### config.mk
export PLATFORM = sky130hd
export DESIGN_NAME = two_point_linear_calibration_unit
export DESIGN_NICKNAME = d
export VERILOG_FILES = /design/src/hw/rtl/tplc_pkg.sv /design/src/hw/rtl/tplc_div.sv /design/src/hw/rtl/two_point_linear_calibration_unit.sv
export SDC_FILE = /design/constraint.sdc
export NUM_CORES = 2
export LEC_CHECK = 0
export BUFFER_PORTS_ARGS = -buffer_cell sky130_fd_sc_hd__clkbuf_2
export CORE_MARGIN = 5
export CORE_UTILIZATION = 40
export CTS_BUF_LIST = sky130_fd_sc_hd__clkbuf_8
export DETAILED_ROUTE_END_ITERATION = 10
export HOLD_SLACK_MARGIN = 0.15
export PLACE_DENSITY_LB_ADDON = 0.12
export SYNTH_ARGS = -nofsm -noshare
export SYNTH_HDL_FRONTEND = slang
export SYNTH_HIERARCHICAL = 1
export SYNTH_SLANG_ARGS = --single-unit
### constraint.sdc
create_clock -name clk_i -period 9.6 [get_ports clk_i]
set_clock_uncertainty 0.1 [all_clocks]
set_input_delay 1.92 -clock clk_i [delete_from_list [all_inputs] [get_ports clk_i]]
set_output_delay 1.92 -clock clk_i [all_outputs]
set_load 0.1 [all_outputs]
### src/hw/rtl/tplc_pkg.sv
package tplc_pkg;

  // Widths of the fixed fields and of the internal arithmetic.
  localparam int PT_W   = 32;  // calibration points, samples and results
  localparam int DIFF_W = 33;  // difference of two points
  localparam int MAG_W  = 32;  // magnitude of such a difference
  localparam int GAIN_W = 64;  // gain and bias in fixed point
  localparam int MUL_W  = 32;  // operand width of the shared multiplier
  localparam int WIDE_W = 98;  // product plus bias, exact
  localparam int ADDR_W = 5;   // APB byte address
  localparam int IDX_W  = 3;   // register index within the address

  // Request codes.
  localparam logic CMD_APPLY = 1'b0;
  localparam logic CMD_CAL   = 1'b1;

  // Status codes.
  localparam logic [1:0] ST_OK    = 2'd0;
  localparam logic [1:0] ST_EQUAL = 2'd1;
  localparam logic [1:0] ST_SAT   = 2'd2;

  // Register indexes.
  localparam logic [IDX_W-1:0] REG_RAW_LOW    = 3'd0;
  localparam logic [IDX_W-1:0] REG_RAW_HIGH   = 3'd1;
  localparam logic [IDX_W-1:0] REG_IDEAL_LOW  = 3'd2;
  localparam logic [IDX_W-1:0] REG_IDEAL_HIGH = 3'd3;
  localparam logic [IDX_W-1:0] REG_NARROW     = 3'd4;

  typedef struct packed {
    logic                   cmd;
    logic signed [PT_W-1:0] raw_sample;
  } in_item_t;

  typedef struct packed {
    logic signed [PT_W-1:0] corrected;
    logic [1:0]             status;
  } out_item_t;

  // A calibration point as used: in narrow mode its low half, sign-extended.
  function automatic logic [PT_W-1:0] pt_narrow(input logic [PT_W-1:0] v,
                                                input logic narrow);
    logic [PT_W-1:0] r;
    r = narrow ? {{(PT_W/2){v[PT_W/2-1]}}, v[PT_W/2-1:0]} : v;
    return r;
  endfunction

endpackage

### src/hw/rtl/tplc_div.sv
// Restoring divider, one quotient bit per cycle.
module tplc_div #(
  parameter int NUM_W = 57,
  parameter int DEN_W = 32
) (
  input  logic             clk_i,
  input  logic             rst_ni,
  input  logic             start_i,
  input  logic [NUM_W-1:0] num_i,
  input  logic [DEN_W-1:0] den_i,
  output logic             done_o,
  output logic [NUM_W-1:0] quo_o
);

  localparam int CNT_W = $clog2(NUM_W + 1);

  logic             busy_q;
  logic             done_q;
  logic [CNT_W-1:0] cnt_q;
  logic [NUM_W-1:0] quo_q;
  logic [DEN_W-1:0] rem_q;
  logic [DEN_W-1:0] den_q;
  logic [DEN_W:0]   rem_sh;
  logic [DEN_W+1:0] sub;

  // Shift the next numerator bit into the remainder and try the subtraction.
  assign rem_sh = {rem_q, quo_q[NUM_W-1]};
  assign sub    = {1'b0, rem_sh} - {2'b00, den_q};

  // Iteration control.
  always_ff @(posedge clk_i or negedge rst_ni) begin
    if (!rst_ni) begin
      busy_q <= 1'b0;
      done_q <= 1'b0;
      cnt_q  <= '0;
    end else begin
      done_q <= 1'b0;
      if (start_i) begin
        busy_q <= 1'b1;
        cnt_q  <= CNT_W'(NUM_W);
      end else if (busy_q) begin
        cnt_q <= cnt_q - CNT_W'(1);
        if (cnt_q == CNT_W'(1)) begin
          busy_q <= 1'b0;
          done_q <= 1'b1;
        end
      end
    end
  end

  // The numerator register turns into the quotient bit by bit.
  always_ff @(posedge clk_i) begin
    if (start_i) begin
      quo_q <= num_i;
      rem_q <= '0;
      den_q <= den_i;
    end else if (busy_q) begin
      quo_q <= {quo_q[NUM_W-2:0], ~sub[DEN_W+1]};
      rem_q <= sub[DEN_W+1] ? rem_sh[DEN_W-1:0] : sub[DEN_W-1:0];
    end
  end

  assign done_o = done_q;
  assign quo_o  = quo_q;

endmodule

### src/hw/rtl/two_point_linear_calibration_unit.sv
// Two-point linear calibration unit.
// Four points (raw_low, raw_high, ideal_low, ideal_high) and narrow_mode are
// written over the APB port at byte addresses 0, 4, 8, 12 and 16; pready is
// always high and reads return the register. Write them only while idle.
// Requests enter on in_valid_i/in_ready_o. A calibrate request derives gain
// and bias in fixed point with FRAC_BITS fraction bits; an apply request
// returns gain * raw_sample + bias, rounded half away from zero and clamped
// to 32 bits. One result per request leaves on out_valid_o/out_ready_i.
// The block takes one request at a time. An apply request passes twice
// through the shared 32x32 multiplier, once per half of the gain, and then
// through the wide adder. A calibrate request is dominated by the divider
// that yields one quotient bit per cycle; equal raw points end it before
// the divider starts.
// The output register holds a result while the receiver stalls; a new
// request is taken meanwhile and the block waits at its last step until the
// register is free. Reset sets gain to one, bias and the config to zero.
module two_point_linear_calibration_unit #(
  parameter int FRAC_BITS = 24
) (
  input  logic                         clk_i,
  input  logic                         rst_ni,
  input  logic                         in_valid_i,
  output logic                         in_ready_o,
  input  tplc_pkg::in_item_t           in_data_i,
  output logic                         out_valid_o,
  input  logic                         out_ready_i,
  output tplc_pkg::out_item_t          out_data_o,
  input  logic                         psel,
  input  logic                         penable,
  input  logic                         pwrite,
  input  logic [tplc_pkg::ADDR_W-1:0]  paddr,
  input  logic [31:0]                  pwdata,
  output logic [31:0]                  prdata,
  output logic                         pready
);

  localparam int PT_W   = tplc_pkg::PT_W;
  localparam int DIFF_W = tplc_pkg::DIFF_W;
  localparam int MAG_W  = tplc_pkg::MAG_W;
  localparam int GAIN_W = tplc_pkg::GAIN_W;
  localparam int MUL_W  = tplc_pkg::MUL_W;
  localparam int WIDE_W = tplc_pkg::WIDE_W;
  localparam int NUM_W  = MAG_W + 1 + FRAC_BITS;

  typedef enum logic [14:0] {
    S_IDLE      = 15'b000000000000001,
    S_CAL_DIFF  = 15'b000000000000010,
    S_CAL_ABS   = 15'b000000000000100,
    S_DIV_START = 15'b000000000001000,
    S_DIV_WAIT  = 15'b000000000010000,
    S_MSET      = 15'b000000000100000,
    S_MUL_LO    = 15'b000000001000000,
    S_MUL_HI    = 15'b000000010000000,
    S_ACCUM     = 15'b000000100000000,
    S_NEGATE    = 15'b000001000000000,
    S_ADDEND    = 15'b000010000000000,
    S_SAT       = 15'b000100000000000,
    S_ABS       = 15'b001000000000000,
    S_ROUND     = 15'b010000000000000,
    S_FIN       = 15'b100000000000000
  } state_e;

  state_e state_q, state_d;

  logic [PT_W-1:0] raw_low_q, raw_high_q, ideal_low_q, ideal_high_q;
  logic            narrow_q;

  logic [GAIN_W-1:0] gain_q, bias_q;
  logic              cal_q;
  logic [PT_W-1:0]   sample_q;
  logic [DIFF_W-1:0] dx_q, dy_q;
  logic [MAG_W-1:0]  udx_q, udy_q;
  logic              gneg_q;
  logic [GAIN_W-1:0] mag_q;
  logic [MUL_W-1:0]  mop_q;
  logic              pneg_q;
  logic [2*MUL_W-1:0] mul_q;
  logic [WIDE_W-1:0] acc_q;
  logic              neg_q;

  logic                out_valid_q;
  tplc_pkg::out_item_t out_data_q;

  logic [PT_W-1:0]     rl_n, rh_n, il_n, ih_n;
  logic                cfg_wr;
  logic                out_free;
  logic                load_en;
  tplc_pkg::out_item_t load_data;
  logic                div_start;
  logic                div_done;
  logic [NUM_W-1:0]    div_num;
  logic [NUM_W-1:0]    div_quo;
  logic [MUL_W-1:0]    mul_a;
  logic [2*MUL_W-1:0]  mul_p;
  logic [PT_W-1:0]     mset_r;
  logic [GAIN_W-1:0]   addend;
  logic [GAIN_W-1:0]   bias_sat;
  logic [WIDE_W-1:0]   fin_quo, fin_limit;
  logic                fin_sat;
  logic [PT_W-1:0]     fin_mag;

  // Configuration registers.
  assign cfg_wr = psel & penable & pwrite & pready;
  assign pready = 1'b1;

  always_ff @(posedge clk_i or negedge rst_ni) begin
    if (!rst_ni) begin
      raw_low_q    <= '0;
      raw_high_q   <= '0;
      ideal_low_q  <= '0;
      ideal_high_q <= '0;
      narrow_q     <= 1'b0;
    end else if (cfg_wr) begin
      case (paddr[tplc_pkg::ADDR_W-1:2])
        tplc_pkg::REG_RAW_LOW:    raw_low_q    <= pwdata;
        tplc_pkg::REG_RAW_HIGH:   raw_high_q   <= pwdata;
        tplc_pkg::REG_IDEAL_LOW:  ideal_low_q  <= pwdata;
        tplc_pkg::REG_IDEAL_HIGH: ideal_high_q <= pwdata;
        tplc_pkg::REG_NARROW:     narrow_q     <= pwdata[0];
        default: ;
      endcase
    end
  end

  // Register read back.
  always_comb begin
    case (paddr[tplc_pkg::ADDR_W-1:2])
      tplc_pkg::REG_RAW_LOW:    prdata = raw_low_q;
      tplc_pkg::REG_RAW_HIGH:   prdata = raw_high_q;
      tplc_pkg::REG_IDEAL_LOW:  prdata = ideal_low_q;
      tplc_pkg::REG_IDEAL_HIGH: prdata = ideal_high_q;
      tplc_pkg::REG_NARROW:     prdata = {31'b0, narrow_q};
      default:                  prdata = '0;
    endcase
  end

  // Points as the arithmetic sees them.
  assign rl_n = tplc_pkg::pt_narrow(raw_low_q, narrow_q);
  assign rh_n = tplc_pkg::pt_narrow(raw_high_q, narrow_q);
  assign il_n = tplc_pkg::pt_narrow(ideal_low_q, narrow_q);
  assign ih_n = tplc_pkg::pt_narrow(ideal_high_q, narrow_q);

  assign out_free   = ~out_valid_q | out_ready_i;
  assign in_ready_o = (state_q == S_IDLE);

  // Sequencer.
  always_comb begin
    state_d   = state_q;
    load_en   = 1'b0;
    load_data = '0;
    div_start = 1'b0;
    case (state_q)
      S_IDLE: begin
        if (in_valid_i) begin
          state_d = (in_data_i.cmd == tplc_pkg::CMD_CAL) ? S_CAL_DIFF : S_MSET;
        end
      end
      S_CAL_DIFF: state_d = S_CAL_ABS;
      S_CAL_ABS: begin
        if (dx_q == '0) begin
          if (out_free) begin
            load_en          = 1'b1;
            load_data.status = tplc_pkg::ST_EQUAL;
            state_d          = S_IDLE;
          end
        end else begin
          state_d = S_DIV_START;
        end
      end
      S_DIV_START: begin
        div_start = 1'b1;
        state_d   = S_DIV_WAIT;
      end
      S_DIV_WAIT: begin
        if (div_done) begin
          state_d = S_MSET;
        end
      end
      S_MSET:   state_d = S_MUL_LO;
      S_MUL_LO: state_d = S_MUL_HI;
      S_MUL_HI: state_d = S_ACCUM;
      S_ACCUM:  state_d = S_NEGATE;
      S_NEGATE: state_d = S_ADDEND;
      S_ADDEND: state_d = cal_q ? S_SAT : S_ABS;
      S_SAT: begin
        if (out_free) begin
          load_en          = 1'b1;
          load_data.status = tplc_pkg::ST_OK;
          state_d          = S_IDLE;
        end
      end
      S_ABS:   state_d = S_ROUND;
      S_ROUND: state_d = S_FIN;
      S_FIN: begin
        if (out_free) begin
          load_en             = 1'b1;
          load_data.corrected = neg_q ? -fin_mag : fin_mag;
          load_data.status    = fin_sat ? tplc_pkg::ST_SAT : tplc_pkg::ST_OK;
          state_d             = S_IDLE;
        end
      end
      default: state_d = S_IDLE;
    endcase
  end

  always_ff @(posedge clk_i or negedge rst_ni) begin
    if (!rst_ni) begin
      state_q <= S_IDLE;
    end else begin
      state_q <= state_d;
    end
  end

  // Divider for the gain quotient.
  assign div_num = (NUM_W'(udy_q) << FRAC_BITS) + NUM_W'(udx_q >> 1);

  tplc_div #(
    .NUM_W(NUM_W),
    .DEN_W(MAG_W)
  ) u_div (
    .clk_i  (clk_i),
    .rst_ni (rst_ni),
    .start_i(div_start),
    .num_i  (div_num),
    .den_i  (udx_q),
    .done_o (div_done),
    .quo_o  (div_quo)
  );

  // Shared 32x32 multiplier, one half of the gain magnitude per pass.
  assign mul_a = (state_q == S_MUL_LO) ? mag_q[MUL_W-1:0] : mag_q[GAIN_W-1:MUL_W];
  assign mul_p = mul_a * mop_q;

  // Multiplier operand: raw_low on calibrate, the sample on apply.
  assign mset_r = cal_q ? rl_n : sample_q;

  // Term added to the signed product: ideal_low in fixed point, or the bias.
  assign addend = cal_q ? ({{(GAIN_W-PT_W){il_n[PT_W-1]}}, il_n} << FRAC_BITS) : bias_q;

  // Bias clamped to the signed 64-bit range.
  always_comb begin
    if (acc_q[WIDE_W-1:GAIN_W-1] == '0 || acc_q[WIDE_W-1:GAIN_W-1] == '1) begin
      bias_sat = acc_q[GAIN_W-1:0];
    end else begin
      bias_sat = {acc_q[WIDE_W-1], {(GAIN_W-1){~acc_q[WIDE_W-1]}}};
    end
  end

  // Integer part of the rounded magnitude, clamped to the 32-bit limit.
  assign fin_quo   = acc_q >> FRAC_BITS;
  assign fin_limit = neg_q ? (WIDE_W'(1) << (PT_W - 1))
                           : ((WIDE_W'(1) << (PT_W - 1)) - WIDE_W'(1));
  assign fin_sat   = (fin_quo > fin_limit);
  assign fin_mag   = fin_sat ? fin_limit[PT_W-1:0] : fin_quo[PT_W-1:0];

  // Gain and bias, with their reset values.
  always_ff @(posedge clk_i or negedge rst_ni) begin
    if (!rst_ni) begin
      gain_q <= GAIN_W'(1) << FRAC_BITS;
      bias_q <= '0;
    end else begin
      if (state_q == S_DIV_WAIT && div_done) begin
        gain_q <= gneg_q ? -GAIN_W'(div_quo) : GAIN_W'(div_quo);
      end
      if (state_q == S_SAT && out_free) begin
        bias_q <= bias_sat;
      end
    end
  end

  // Datapath registers stepped by the sequencer.
  always_ff @(posedge clk_i) begin
    case (state_q)
      S_IDLE: begin
        if (in_valid_i) begin
          cal_q    <= in_data_i.cmd;
          sample_q <= in_data_i.raw_sample;
        end
      end
      S_CAL_DIFF: begin
        dx_q <= {rh_n[PT_W-1], rh_n} - {rl_n[PT_W-1], rl_n};
        dy_q <= {ih_n[PT_W-1], ih_n} - {il_n[PT_W-1], il_n};
      end
      S_CAL_ABS: begin
        udx_q  <= dx_q[DIFF_W-1] ? MAG_W'(-dx_q) : dx_q[MAG_W-1:0];
        udy_q  <= dy_q[DIFF_W-1] ? MAG_W'(-dy_q) : dy_q[MAG_W-1:0];
        gneg_q <= dx_q[DIFF_W-1] ^ dy_q[DIFF_W-1];
      end
      S_MSET: begin
        mag_q  <= gain_q[GAIN_W-1] ? -gain_q : gain_q;
        mop_q  <= mset_r[PT_W-1] ? -mset_r : mset_r;
        // On calibrate the product is subtracted from the base.
        pneg_q <= gain_q[GAIN_W-1] ^ mset_r[PT_W-1] ^ cal_q;
      end
      S_MUL_LO: mul_q <= mul_p;
      S_MUL_HI: begin
        acc_q <= WIDE_W'(mul_q);
        mul_q <= mul_p;
      end
      S_ACCUM: acc_q <= acc_q + (WIDE_W'(mul_q) << MUL_W);
      S_NEGATE: begin
        if (pneg_q) begin
          acc_q <= -acc_q;
        end
      end
      S_ADDEND: acc_q <= acc_q + {{(WIDE_W-GAIN_W){addend[GAIN_W-1]}}, addend};
      S_ABS: begin
        neg_q <= acc_q[WIDE_W-1];
        acc_q <= acc_q[WIDE_W-1] ? -acc_q : acc_q;
      end
      S_ROUND: acc_q <= acc_q + (WIDE_W'(1) << (FRAC_BITS - 1));
      default: ;
    endcase
  end

  // Output register.
  always_ff @(posedge clk_i or negedge rst_ni) begin
    if (!rst_ni) begin
      out_valid_q <= 1'b0;
    end else if (load_en) begin
      out_valid_q <= 1'b1;
    end else if (out_ready_i) begin
      out_valid_q <= 1'b0;
    end
  end

  always_ff @(posedge clk_i) begin
    if (load_en) begin
      out_data_q <= load_data;
    end
  end

  assign out_valid_o = out_valid_q;
  assign out_data_o  = out_data_q;

endmodule

Yosys cells after proc, flatten, opt, wreduce, memory -nomap -nowiden
Cells that the tools add are included.

operators by class
  $add $sub $neg = 15
  multiply operators = 1
  multiplexer cells = 49
  bitwise gates (word level) = 9
  equal/unequal tests = 25
  reductions and logical operators = 21
  $lt $le $gt $ge = 1

operator list
  operator                  count
  $pmux W98 S6              1
  $mux W32                  12
  $pmux W15 S14             1
  $mux W98                  2
  $mux W64                  3
  $pmux W32 S5              1
  $neg A32 Y32              4
  $mux W57                  2
  $add A98 B24 Y98 const B  1
  $add A98 B96 Y98          1
  $add A98 B98 Y98          1
  $neg A98 Y98              1
  $gt A74 B32 Y1            1
  $sub A32 B32 Y33          2
  $mul A32 B32 Y64          1
  $neg A57 Y64              1
  $neg A64 Y64              1
  $mux W63                  1
  $mux W15                  4
  $add A56 B31 Y57          1
  $eq A35 B35 Y1 const B    1
  $logic_not A35 Y1         1
  $sub A33 B32 Y34          1
  $logic_not A33 Y1         1
  41 further kinds          75

storage, ports and cells
  register bits after elaboration = 860
  word-level logic and storage cells = 154
  bits of input ports = 77

Logic depth before layout (Yosys ltp)
  depth in word-level cells = 6
  mapped depth = 38
  mapped depth without buffers = 34

Modules after synthesis
The synthesis kept the hierarchy.

by module, submodules not included
  module                             area each (sq um)  times used  cells an instance
  two_point_linear_calibration_unit  84772.6            1           9340
  tplc_div                           7013.0             1           608

Worst setup path before layout
No wires, ideal clock.

  path type = reg-to-reg
  start = register state_q[2]
  end = register mul_q[48], data pin
  path buffers = 2
  arrival time = 9456 ps
  data required time = 9236 ps
  library setup time = 264 ps
  slack = -220 ps
  stages on the path, launching flop included = 31
  cells stage by stage = dfrtp_1 > nor4_1 > nand4_1 > nor4_1 > clkbuf_1 > mux2_2 > clkbuf_1 > and2_1 > fa_1 > fa_1 > inv_1 > fa_1 > fa_1 > inv_1 > fa_1 > fa_1 > fa_1 > inv_1 > fa_1 > inv_1 > ha_1 > and2_1 > and3_1 > a221oi_1 > o21ai_0 > a221oi_1 > a21boi_0 > o21ai_0 > and3_1 > a221oi_1 > xnor2_1

between the ends
  cells in the longest elaborated chain, start to end = 3

RTL lines
  item                    line                                      source
  start, declared         two_point_linear_calibration_unit.sv:63   state_e state_q, state_d;
  start signal, assigned  two_point_linear_calibration_unit.sv:210  state_q <= state_d;
  $eq A15 B7 Y1           two_point_linear_calibration_unit.sv:231  assign mul_a = (state_q == S_MUL_LO) ? mag_q[MUL_W-1:0] : mag_q[GAIN_W-1:MUL_W];
  $mux W32                two_point_linear_calibration_unit.sv:231
  $mul A32 B32 Y64        two_point_linear_calibration_unit.sv:232  assign mul_p = mul_a * mop_q;
  named net mul_p[48]     two_point_linear_calibration_unit.sv:94   logic [2*MUL_W-1:0] mul_p;
  end signal, assigned    two_point_linear_calibration_unit.sv:295  S_MUL_LO: mul_q <= mul_p;
  end signal, assigned    two_point_linear_calibration_unit.sv:298  mul_q <= mul_p;
  end, declared           two_point_linear_calibration_unit.sv:77   logic [2*MUL_W-1:0] mul_q;

The timed path passes the listed nets, and every way through them passes these cells.
A chain may end at the register's enable or synchronous reset.

Worst setup path in the final report
  start = register state_q[2]
  end = register mul_q[56], data pin

The elaborated chain is that of the path after synthesis.

==> impl_metrics.py <==
metrics = {
    "run_status": {
        "status": "completed",
    },
    "global_routing": {
        "grt_usage_pct": 26.3,
        "grt_pass1_vias": 75296,
        "grt.overflow.total": 0,
        "grt_pass1_wl_um": 479000,
        "antenna_found_initial": 26,
        "grt_max_degree": 122,
    },
    "worst_hold_path": {
        "min_path_cells": 0,
        "hold_path_end": "u_div/den_q[0]$_DFFE_PP_",
        "min_from": "udx_q[0]$_DFFE_PP_",
        "hp-class": "reg2reg",
    },
    "clocking": {
        "clk_path_buf_depth": 3,
        "cts_htree_levels": 4,
        "cts_made_buffers": 162,
        "clkTransAtPathRegs_ns": 0.06,
        "cts.sinks": 860,
        "cts_root_buf": "clkbuf_8",
        "cts_tree": "built",
        "clk_latency_ns": 0.96,
    },
    "floorplanning": {
        "initial_core_util_pct": 40.3,
        "dieArea_um2": 239000,
        "io-pin-count": 146,
        "die_h_um": 489,
        "core_um2": 228000,
        "die_x_um": 489,
        "num_rows": 175,
    },
    "setup_path": {
        "worstPathRequired_ns": 10.14,
        "reg2reg_slack_ns": 0.05,
        "critPathMaxFanout": 8,
        "startpoint_type": "flip-flop",
        "critPathMaxStageDelay_ns": 0.62,
        "crit_family": "adder cells",
        "path_buf_inv": 9,
        "worstReg2RegEnd": "mul_q[56]$_DFFE_PP_",
        "cp-end-kind": "flip-flop",
        "critPathSlowestCell": "fa_1",
        "r2r_start": "state_q[2]$_DFFE_PN0P_",
        "worstPathArrival_ns": 10.08,
        "worst-setup-path-type": "reg2reg",
        "reg2reg_depth": 35,
        "crit_path_frequent_cell": "fa_1",
    },
    "detailed_routing": {
        "vias_per_cell": 5.65,
        "drtIter0Drc": 6245,
        "dr.pass1.iters": 8,
        "final_antenna_net_count": 0,
        "num_vias": 75134,
        "drcViolationCount": 0,
        "drt_wl_total_um": 321000,
        "post_drt_wl_per_cell_um": 24.1,
    },
    "sta": {
        "fmax_mhz": 105,
        "period_share_pct": 99.4,
        "final-hold-violation-count": 0,
        "worstMarginPinSlew_ns": 1.17,
        "max-slew-margin-rel_pct": 21.7,
        "setup_viol": 0,
        "setup_tns_ns": 0,
        "fin_crit_ns": 9.55,
        "maxSlewViolCount": 0,
        "rsz0062_at_grt": "yes",
    },
    "placement": {
        "dp_cells": 12943,
        "hpwlAfterDp_um": 252000,
        "portBuffers": 142,
        "gp_congestion": 0.934,
    },
    "synthesis": {
        "ys_seq_area_share_pct": 26.3,
        "ys_seq_elements": 860,
        "yosys_most_used_dff": "edfxtp_1",
        "synth.top_cell.area_share_pct": 19.7,
        "synth.area.top_cells": "fa_1 20%, edfxtp_1 18%, ha_1 7.8%",
        "synth-async-reset-ratio_pct": 32.7,
        "yosys_warnings": 6,
        "synth_edf_count": 547,
        "yosysUniqueCellTypes": 104,
        "synth.area.mux_share_pct": 2.49,
        "synth_area_um2": 91800,
        "synthSimpleGateAreaFrac_pct": 16.0,
        "synth_area_leader_cell": "fa_1",
        "synth_compound_area_share_pct": 15.0,
        "synthesis.nets": 11498,
        "synth_top_family_by_area": "adder cells",
        "synth_xor_area_share_pct": 5.71,
        "synthAdderAreaFrac_pct": 27.5,
        "syn_inst": 9948,
        "avgSynthCellArea_um2": 9.23,
    },
    "final_layout": {
        "fin_cells": 13297,
        "multi_input_area_um2": 62200,
        "fin_nets": 11693,
        "layout-drive-gt1-share_pct": 12.2,
        "seqCellArea_um2": 24100,
        "final_common_cell": "inv_1",
        "final_cell_mix": "1,199 x inv_1, 1,052 x nand2_1, 870 x fa_1, 609 x and2_1, 606 x o21ai_0",
        "syn2layout_area_growth_pct": 11.3,
        "fillers": 22256,
    },
    "flow_run": {
        "maxCapViolCount": 0,
    },
}
## metrics by stage
stage	setup WS (ns)	hold slack (ns)	cell area, um^2	util (%)
2_1_floorplan	0.0190	0.300	91800	-
3_3_place_gp	-0.448	0.308	97500	42.8
3_5_place_dp	-0.464	0.312	97500	42.8
4_1_cts	-0.00294	0.326	101000	44.4
5_1_grt	-0.272	0.341	102000	44.8
6_report	0.0549	0.328	102000	44.8
## repair_timing
action,4_1_cts,5_1_grt
setup endpoints to repair,25,24
resized for setup,61,176
pin swaps,35,66
gates cloned,3,7
buffers inserted,14,23
hold buffers,0,0
## metal layers
layer,global-route usage [%],vias to the layer above,wire (um)
li1,-,34286,-
met1,37.6,37847,144000
met2,40.7,2496,141000
met3,4.21,491,20900
met4,9.05,14,14200
met5,0,-,102
## area by class of cell
| cell class | count | area share [%] |
|---|---|---|
| clock inverters | 117 | 0.680 |
| inverters | 1157 | 4.25 |
| multi-input cells | 7385 | 60.9 |
| flip-flops and latches | 860 | 23.6 |
| diodes | 8 | 0.0196 |
| well taps | 3009 | 3.69 |
| clock buffers | 184 | 2.48 |
| repair buffers | 577 | 4.40 |
## cell families (layout without fill, tap and decap cells)
group	Yosys count	in the layout
fa+ha+maj	1473	1473
compound gates	2162	2162
xor+xnor	598	598
mux	207	213
flops	860	860
other cells	1	9
buf+inv	1709	2035
simple gates	2938	2938
## how the worst max path moves through the flow
| stage | start | end | slack (ns) | cells after the start |
|---|---|---|---|---|
| 2_1_floorplan | state_q[2]$_DFFE_PN0P_ | mul_q[60]$_DFFE_PP_ | 0.02 | 32 |
| 3_3_place_gp | state_q[3]$_DFFE_PN0P_ | mul_q[61]$_DFFE_PP_ | -0.45 | 35 |
| 3_5_place_dp | state_q[3]$_DFFE_PN0P_ | mul_q[61]$_DFFE_PP_ | -0.46 | 37 |
| 4_1_cts | state_q[2]$_DFFE_PN0P_ | mul_q[52]$_DFFE_PP_ | -0.003 | 35 |
| 5_1_grt | state_q[2]$_DFFE_PN0P_ | mul_q[61]$_DFFE_PP_ | -0.27 | 39 |
| 6_report | state_q[2]$_DFFE_PN0P_ | mul_q[56]$_DFFE_PP_ | 0.05 | 35 |
## cells in the mapped netlist (43+ instances only)
cell	number
inv_1	1152
nand2_1	1055
fa_1	902
o21ai_0	628
and2_1	623
ha_1	571
a21oi_1	558
edfxtp_1	547
clkbuf_1	522
nor2_1	436
xnor2_1	385
dfrtp_1	279
xor2_1	213
a21o_1	178
mux2_2	173
nor3_1	138
nand3_1	124
nand4_1	109
nor2b_1	79
o31ai_1	78
and3_1	71
o21bai_1	70
a31oi_1	63
a211oi_1	57
a221o_1	56
nand2b_1	56
o221ai_1	52
o21a_1	47
nor4_1	45
or3_1	43
## flip-flops by register name, indices dropped and copies added, names as in the netlist, 33 cells and up
| name | cells |
|---|---|
| bias_q | 64 |
| u_div/quo_o | 57 |
| gain_q | 64 |
| out_data_o | 34 |
| mul_q | 64 |
| dy_q | 33 |
| mag_q | 64 |
| acc_q | 98 |
| dx_q | 33 |
Power is not shown: default switching activity piles up to over one toggle a cycle in this logic, so the estimate is an artifact.
